[src/rtl/mpfd_pkg.sv]
// shared types, codes and sizes for the page framebuffer drawing block
`default_nettype none

package mpfd_pkg;

   localparam int DEF_PANEL_WIDTH  = 128;
   localparam int DEF_PANEL_HEIGHT = 64;

   // page readout: sixteen words of eight column bytes
   localparam int WORDS_OUT = 16;
   localparam int COL_W     = 7;
   localparam logic [COL_W-1:0] COL_LAST = COL_W'(WORDS_OUT * 8 - 1);

   localparam int PC_W = 5;

   typedef enum logic [1:0] {
      OP_PIXEL = 2'd0,
      OP_RECT  = 2'd1,
      OP_CLEAR = 2'd2,
      OP_READ  = 2'd3
   } op_type;

   typedef enum logic [2:0] {
      JMP_NEXT        = 3'd0,
      JMP_ALWAYS      = 3'd1,
      JMP_DISPATCH    = 3'd2,
      JMP_I_GE_W      = 3'd3,
      JMP_I_GE_H      = 3'd4,
      JMP_A_NOTLAST   = 3'd5,
      JMP_COL_NOTLAST = 3'd6
   } jmp_type;

   typedef enum logic [1:0] {
      XS_BASE = 2'd0,
      XS_CUR  = 2'd1,
      XS_END  = 2'd2
   } xsel_type;

   typedef enum logic [1:0] {
      YS_BASE = 2'd0,
      YS_CUR  = 2'd1,
      YS_END  = 2'd2
   } ysel_type;

   typedef enum logic [2:0] {
      MEM_NONE     = 3'd0,
      MEM_PLOT_RD  = 3'd1,
      MEM_PLOT_WR  = 3'd2,
      MEM_CLEAR_WR = 3'd3,
      MEM_PAGE_RD  = 3'd4,
      MEM_PAGE_CAP = 3'd5
   } mem_type;

   typedef enum logic [2:0] {
      CNT_NONE    = 3'd0,
      CNT_CLR_I   = 3'd1,
      CNT_INC_I   = 3'd2,
      CNT_CLR_A   = 3'd3,
      CNT_INC_A   = 3'd4,
      CNT_CLR_COL = 3'd5,
      CNT_INC_COL = 3'd6
   } cnt_type;

   typedef struct packed {
      jmp_type         jmp;
      logic [PC_W-1:0] target;
      xsel_type        xsel;
      ysel_type        ysel;
      mem_type         mem;
      cnt_type         cnt;
      logic            idle;
   } ctrl_word_type;

   typedef struct packed {
      logic   start;
      op_type op;
      logic   i_ge_w;
      logic   i_ge_h;
      logic   a_notlast;
      logic   col_notlast;
   } seq_status_type;

   // program entry points
   localparam logic [PC_W-1:0] PC_IDLE       = 5'd0;
   localparam logic [PC_W-1:0] PC_PIXEL      = 5'd1;
   localparam logic [PC_W-1:0] PC_RECT       = 5'd3;
   localparam logic [PC_W-1:0] PC_RECT_TOP   = 5'd4;
   localparam logic [PC_W-1:0] PC_RECT_SINIT = 5'd9;
   localparam logic [PC_W-1:0] PC_RECT_SIDE  = 5'd10;
   localparam logic [PC_W-1:0] PC_CLEAR      = 5'd15;
   localparam logic [PC_W-1:0] PC_CLEAR_LOOP = 5'd16;
   localparam logic [PC_W-1:0] PC_PAGE       = 5'd18;
   localparam logic [PC_W-1:0] PC_PAGE_RD    = 5'd19;

endpackage

`default_nettype wire

[src/rtl/mpfd_seq.sv]
// microcode rom and step counter of the drawing sequencer
`default_nettype none

module mpfd_seq
   import mpfd_pkg::*;
(
   input  wire logic           clock,
   input  wire logic           reset,
   input  wire seq_status_type status,
   output ctrl_word_type       cw
);

   logic [PC_W-1:0] pc_ff;
   logic [PC_W-1:0] pc_in;

   function automatic ctrl_word_type mk(input jmp_type jmp, input logic [PC_W-1:0] target,
                                        input xsel_type xs, input ysel_type ys,
                                        input mem_type mem, input cnt_type cnt);
      ctrl_word_type w;
      w.jmp    = jmp;
      w.target = target;
      w.xsel   = xs;
      w.ysel   = ys;
      w.mem    = mem;
      w.cnt    = cnt;
      w.idle   = 1'b0;
      return w;
   endfunction

   function automatic ctrl_word_type rom_word(input logic [PC_W-1:0] pc);
      ctrl_word_type w;
      case (pc)
         // wait for a command
         5'd0: begin
            w = mk(JMP_DISPATCH, PC_IDLE, XS_BASE, YS_BASE, MEM_NONE, CNT_NONE);
            w.idle = 1'b1;
         end
         // single pixel
         5'd1:  w = mk(JMP_NEXT, PC_IDLE, XS_BASE, YS_BASE, MEM_PLOT_RD, CNT_NONE);
         5'd2:  w = mk(JMP_ALWAYS, PC_IDLE, XS_BASE, YS_BASE, MEM_PLOT_WR, CNT_NONE);
         // rectangle: top and bottom edges
         5'd3:  w = mk(JMP_NEXT, PC_IDLE, XS_BASE, YS_BASE, MEM_NONE, CNT_CLR_I);
         5'd4:  w = mk(JMP_I_GE_W, PC_RECT_SINIT, XS_BASE, YS_BASE, MEM_NONE, CNT_NONE);
         5'd5:  w = mk(JMP_NEXT, PC_IDLE, XS_CUR, YS_BASE, MEM_PLOT_RD, CNT_NONE);
         5'd6:  w = mk(JMP_NEXT, PC_IDLE, XS_CUR, YS_BASE, MEM_PLOT_WR, CNT_NONE);
         5'd7:  w = mk(JMP_NEXT, PC_IDLE, XS_CUR, YS_END, MEM_PLOT_RD, CNT_NONE);
         5'd8:  w = mk(JMP_ALWAYS, PC_RECT_TOP, XS_CUR, YS_END, MEM_PLOT_WR, CNT_INC_I);
         // rectangle: left and right edges
         5'd9:  w = mk(JMP_NEXT, PC_IDLE, XS_BASE, YS_BASE, MEM_NONE, CNT_CLR_I);
         5'd10: w = mk(JMP_I_GE_H, PC_IDLE, XS_BASE, YS_BASE, MEM_NONE, CNT_NONE);
         5'd11: w = mk(JMP_NEXT, PC_IDLE, XS_BASE, YS_CUR, MEM_PLOT_RD, CNT_NONE);
         5'd12: w = mk(JMP_NEXT, PC_IDLE, XS_BASE, YS_CUR, MEM_PLOT_WR, CNT_NONE);
         5'd13: w = mk(JMP_NEXT, PC_IDLE, XS_END, YS_CUR, MEM_PLOT_RD, CNT_NONE);
         5'd14: w = mk(JMP_ALWAYS, PC_RECT_SIDE, XS_END, YS_CUR, MEM_PLOT_WR, CNT_INC_I);
         // clear sweep, also run after reset
         5'd15: w = mk(JMP_NEXT, PC_IDLE, XS_BASE, YS_BASE, MEM_NONE, CNT_CLR_A);
         5'd16: w = mk(JMP_A_NOTLAST, PC_CLEAR_LOOP, XS_BASE, YS_BASE, MEM_CLEAR_WR,
                       CNT_INC_A);
         5'd17: w = mk(JMP_ALWAYS, PC_IDLE, XS_BASE, YS_BASE, MEM_NONE, CNT_NONE);
         // page readout, each byte a read step then a capture step
         5'd18: w = mk(JMP_NEXT, PC_IDLE, XS_BASE, YS_BASE, MEM_NONE, CNT_CLR_COL);
         5'd19: w = mk(JMP_NEXT, PC_IDLE, XS_BASE, YS_BASE, MEM_PAGE_RD, CNT_NONE);
         5'd20: w = mk(JMP_COL_NOTLAST, PC_PAGE_RD, XS_BASE, YS_BASE, MEM_PAGE_CAP,
                       CNT_INC_COL);
         5'd21: w = mk(JMP_ALWAYS, PC_IDLE, XS_BASE, YS_BASE, MEM_NONE, CNT_NONE);
         default: w = mk(JMP_ALWAYS, PC_IDLE, XS_BASE, YS_BASE, MEM_NONE, CNT_NONE);
      endcase
      return w;
   endfunction

   assign cw = rom_word(pc_ff);

   always_comb begin
      pc_in = pc_ff + 1'b1;
      unique case (cw.jmp)
         JMP_NEXT:        pc_in = pc_ff + 1'b1;
         JMP_ALWAYS:      pc_in = cw.target;
         JMP_DISPATCH: begin
            if (status.start) begin
               unique case (status.op)
                  OP_PIXEL: pc_in = PC_PIXEL;
                  OP_RECT:  pc_in = PC_RECT;
                  OP_CLEAR: pc_in = PC_CLEAR;
                  OP_READ:  pc_in = PC_PAGE;
                  default:  pc_in = PC_IDLE;
               endcase
            end else begin
               pc_in = cw.target;
            end
         end
         JMP_I_GE_W:      if (status.i_ge_w) pc_in = cw.target;
         JMP_I_GE_H:      if (status.i_ge_h) pc_in = cw.target;
         JMP_A_NOTLAST:   if (status.a_notlast) pc_in = cw.target;
         JMP_COL_NOTLAST: if (status.col_notlast) pc_in = cw.target;
         default:         pc_in = PC_IDLE;
      endcase
   end

   always_ff @(posedge clock) begin
      if (reset) begin
         pc_ff <= PC_CLEAR;
      end else begin
         pc_ff <= pc_in;
      end
   end

endmodule

`default_nettype wire

[config.mk]
export PLATFORM = sky130hd
export DESIGN_NAME = mpfd_seq
export DESIGN_NICKNAME = d
export VERILOG_FILES = /design/src/rtl/mpfd_pkg.sv /design/src/rtl/mpfd_seq.sv
export SDC_FILE = /design/constraint.sdc
export NUM_CORES = 1
export LEC_CHECK = 0
export BUFFER_PORTS_ARGS = -buffer_cell sky130_fd_sc_hd__buf_2
export CAP_MARGIN = 15
export CORE_UTILIZATION = 59
export DETAILED_ROUTE_END_ITERATION = 8
export GPL_TIMING_DRIVEN = 1
export MAX_ROUTING_LAYER = met4
export PLACE_DENSITY = 0.84
export SLEW_MARGIN = 20
export SYNTH_ARGS = -nofsm -noshare
export SYNTH_HDL_FRONTEND = slang
export SYNTH_SLANG_ARGS = --single-unit
[constraint.sdc]
create_clock -name clock -period 9 [get_ports clock]
set_clock_uncertainty 0.2 [all_clocks]
set_input_delay 0.9 -clock clock [delete_from_list [all_inputs] [get_ports clock]]
set_output_delay 0.9 -clock clock [all_outputs]
set_load 0.02 [all_outputs]
# Word-level counts from Yosys, hierarchy flattened
# Memory sizes are Yosys's and may differ from the RTL's. A register that Yosys moved wholly into a read port is not among the register bits.
# Cells that the tools add are included.
# W data, S select, Z words.
totals:
  word_cells: 22
  reg_bits: 5
  output_inout_bits: 19
  rom_bits: 608
  in_bits: 9
  memories: 1
mem_list:
  columns: ["memory", "words", "width", "read_ports", "rd_clocked_by_memory_dff", "write_ports", "line", "text"]
  rows:
  - ["(no name shown)", 32, 19, 1, 1, 0, "mpfd_seq.sv:32", "case (pc)"]
classes:
  n_eq_ne: 9
  n_reduce_logical: 2
  add_sub_neg: 1
  n_mux: 8
op_table:
  columns: ["cell", "count"]
  rows:
  - ["$pmux W5 S7", 1]
  - ["$mux W5", 6]
  - ["$pmux W5 S4", 1]
  - ["$eq A3 B3 Y1 const B", 3]
  - ["$eq A3 B2 Y1 const B", 2]
  - ["$add A5 B1 Y5 const B", 1]
  - ["$eq A2 B2 Y1 const B", 2]
  - ["$eq A3 B1 Y1 const B", 1]
  - ["$logic_not A3 Y1", 1]
  - ["$eq A2 B1 Y1 const B", 1]
  - ["$logic_not A2 Y1", 1]

# Logic depth before layout (Yosys ltp)
depth:
  depth_word: 5
  depth_mapped: 13
  ltp_nobuf: 12

# Least setup slack after synthesis
# Ideal clock, no wire load.
synth_timing:
  path_kind: "input port to flip-flop"
  from: "in status[3] (netlist bit)"
  to: "reg cw[16] (netlist name)"
  path_buffers: 0
  setup_ns: 0.120
  arrival_ns: 3.185
  cell_stages: 12
  slack_ns: 5.496
  t_required_ns: 8.680
  cell_sequence: "or2_2 -> mux4_2 -> o21ai_0 -> a21o_1 -> or2_2 -> inv_1 -> ha_1 -> nor2_1 -> or4b_1 -> mux2i_1 -> o31a_1 -> nor4_1"
synth_via:
  elab_chain_len: 3
synth_rtl:
  columns: ["element", "line", "text"]
  rows:
  - ["from (decl)", "mpfd_seq.sv:9", "input wire seq_status_type status,"]
  - ["$mux W5", "mpfd_seq.sv:91", "JMP_I_GE_W: if (status.i_ge_w) pc_in = cw.target;"]
  - ["$pmux W5 S7", "mpfd_seq.sv:75", "unique case (cw.jmp)"]
  - ["$mux W5 (no line)", null, null]
# Every way passes these cells.
# A chain may end at the register's enable or synchronous reset.

# Worst setup path in the final report
layout_timing:
  from: "reg cw[18] (netlist name)"
  to: "reg cw[16] (netlist name)"
layout_via:
  elab_chain_len: 3
  elab_cells_between_ends: 9
  classes_between: "eq/ne: 6; mux: 2; reduce/logical: 1"
layout_rtl:
  columns: ["element", "line"]
  rows:
  - ["$eq A3 B3 Y1 (tied with other cells)", "mpfd_seq.sv:75"]
  - ["$pmux W5 S7 *", "mpfd_seq.sv:75"]
  - ["$mux W5 (no line) *", null]
# Mark *: on every way between the ends. The rest lies on a longest branch, timed or not.

==> results.json <==
{
  "ys_ff_latch": 24,
  "firstDrtPassIters": 4,
  "synth_ff_type": "dfxtp_1",
  "grt_max_degree": 19,
  "worst_setup_path_start_kind": "flip-flop",
  "routedWlPerCell_um": 14.8,
  "required_ns": 9.03,
  "synth_nets": 195,
  "hold_path.startpoint": "cw[12]",
  "hold_viol_final": 0,
  "die-area_mm2": 0.00282,
  "num_vias": 1414,
  "syn_inst": 178,
  "synth.distinct_cells": 53,
  "cpPeakStageDelay_ns": 0.66,
  "hold_class": "reg -> reg",
  "post_cts_buffers": 0,
  "fin_crit_ns": 3.73,
  "max-slew-margin-rel_pct": 51.7,
  "ir_drop_mv": 0.270,
  "viasPerCell": 6.09,
  "grt_use_total_pct": 26.8,
  "antenna_cells": 0,
  "finalSetupViolations": 0,
  "core_area_mm2": 0.00248,
  "crit_type": "reg -> reg",
  "wirelength_um": 3430,
  "initial_core_util_pct": 62.3,
  "seq_area_um2": 480,
  "holdBufCountCts": 0,
  "numCtsBuffers": 3,
  "hold_path_end": "pc_ff[1]",
  "status": "complete, no violations",
  "drc": 0,
  "ant_nets": 0,
  "grt_overflow_total": 0,
  "leakage_nw": 0.764,
  "crit_start": "cw[18]",
  "final.setup.worst_slack_ns": 5.27,
  "tns_ns": 0,
  "dp_hpwl_um": 2590,
  "area_delta_synth_final_pct": 12.5,
  "slew_viol_final": 0,
  "r2r-start": "cw[18]",
  "powerDensity_mw_per_mm2": 388,
  "synth_common_cells": "24 x dfxtp_1, 13 x nor2_1, 10 x a21oi_1",
  "multi_input_area_um2": 985,
  "postCtsResizedCells": 0,
  "clockRootBuffer": "clkbuf_4",
  "worstRegToRegCells": 12,
  "synth-edff-count": 0,
  "io_buffers": 27,
  "crit_fanout": 18,
  "syn-cell-area_mm2": 0.00154,
  "htreeDepth": 1,
  "min_delay_path_depth": 2,
  "cts_tree": "yes",
  "drt-initial-drc-count": 35,
  "num_rows": 18,
  "fin_nets": 220,
  "synth_top_cell_by_area": "dfxtp_1",
  "place_congestion": 0.854,
  "grt_antenna_before_repair": 0,
  "drive_above_1_share_pct": 25.2,
  "fmax_ghz": 0.268,
  "layout.cells.non_filler": 232,
  "nFillCells": 195,
  "chipHeight_um": 53.1,
  "yosys_warnings": 0,
  "period_share_pct": 41.5,
  "die_w_um": 53.1,
  "grt_pass1_vias": 1227,
  "path_clk_slew_ns": 0.13,
  "ys_top_cells_by_area": "dfxtp_1 31%, ha_1 6.5%, mux2i_1 5.2%",
  "timing.hold.ws_ns": 0.437,
  "numClockSinks": 24,
  "synth_most_common_cell": "dfxtp_1",
  "io-pin-count": 28,
  "cap_viol_max_count": 0,
  "pre_cts_ws_ns": 5.01,
  "grt_pass1_wl_um": 5330,
  "r2r_setup_slack_ns": 5.27,
  "max_slew.worst_pin.slew_ns": 0.717,
  "worst_path_max_delay_cell": "dfxtp_1",
  "cp_data_arrival_time_ns": 3.77,
  "rsz0062_at_grt": "no",
  "ys_async_sr_fraction_pct": 0,
  "cts.path.max_buffers": 2,
  "clk_latency_ns": 0.31,
  "dp_cells": 228,
  "synth_seq_area_share_pct": 31.1,
  "synth_top_area_share_pct": 31.1,
  "syn_avg_cell_area_um2": 8.67,
  "path_cells": "or2b_1, a31o_2, a211oi_1, a31oi_1, or2_2, inv_1, ha_1, nor2_1, or4b_1, mux2i_1, o31a_1, nor4_1",
  "end_kind": "flip-flop",
  "regToRegEndpoint": "cw[16]"
}
[per-stage QoR]
| stage | cell area, µm² | util [%] | total power (W) |
|---|---|---|---|
| after CTS | 1740 | 70.1 | 0.000670 |
| final | 1740 | 70.1 | 0.000673 |
| after detailed placement | 1680 | 67.9 | 0.000591 |
| after global routing | 1740 | 70.1 | 0.000721 |
| after floorplan | 1540 | - | 0.000510 |
| after global placement | 1680 | 67.9 | 0.000579 |
[layout by cell type (no fill, tap or decap), types with 3 or more instances in the layout]
cell,n
a211oi_1,6
a21oi_1,10
a31oi_1,3
and2_1,3
buf_2,27
clkbuf_4,3
dfxtp_1,24
ha_1,8
inv_1,7
inv_2,3
mux2i_1,8
nand2_1,8
nand2b_1,6
nand3_1,8
nor2_1,13
nor2b_1,5
nor3_1,5
o21ai_0,6
o21ai_1,3
or2_2,5
xor2_1,3
[critical path: cells and delay by family, from the launching register on]
kind,cells,cell delay (ns)
AND/OR/NAND/NOR,5,1.29
AO/OA/AOI/OAI,4,0.90
adder cells (fa/ha/maj),1,0.39
multiplexers,1,0.07
flip-flops,1,0.66
buffers and inverters,1,0.14
[state kept, by name, summed over array words and instances, names as in the netlist]
signal / flops
cw: 19
pc_ff: 5
[how the worst max path moves through the flow]
| stage | endpoint |
|---|---|
| floorplan | cw[16] |
| global route | cw[16] |
| global placement | cw[16] |
| finish | cw[16] |
| CTS | cw[16] |
| detailed placement | cw[16] |
[power breakdown]
part	internal (W)	leakage, nW	switching (W)
clock	0.0000450	0.0279	0.0000311
sequential	0.000142	0.197	0.0000291
combinational	0.000168	0.539	0.000258
total	0.000355	0.764	0.000318
[cell families (layout without fill, tap and decap cells)]
logic type / Yosys count / count (layout) / synth area share (%)
compound gates: 45 / 45 / 21.2
xor+xnor: 5 / 5 / 2.84
fa+ha+maj: 8 / 8 / 6.49
buf+inv: 18 / 42 / 5.03
flops: 24 / 24 / 31.1
mux: 11 / 11 / 8.11
simple gates: 67 / 67 / 25.2
[layer usage]
layer	routed length, µm	part of all wire (%)	GRT usage [%]
met5	0	0	-
met4	110	3.2	15.8
met3	106	3.1	4.31
met2	1710	50	44.9
met1	1500	44	29.8
[cell type report]
class	count	area share [%]
sequential	24	27.7
clock buffer	3	1.30
clock inverter	1	1.73
tap	30	2.16
timing repair buffer	28	8.22
inverter	10	2.16
multi-input combinational	136	56.7
Power figures use the tool's default switching activity.
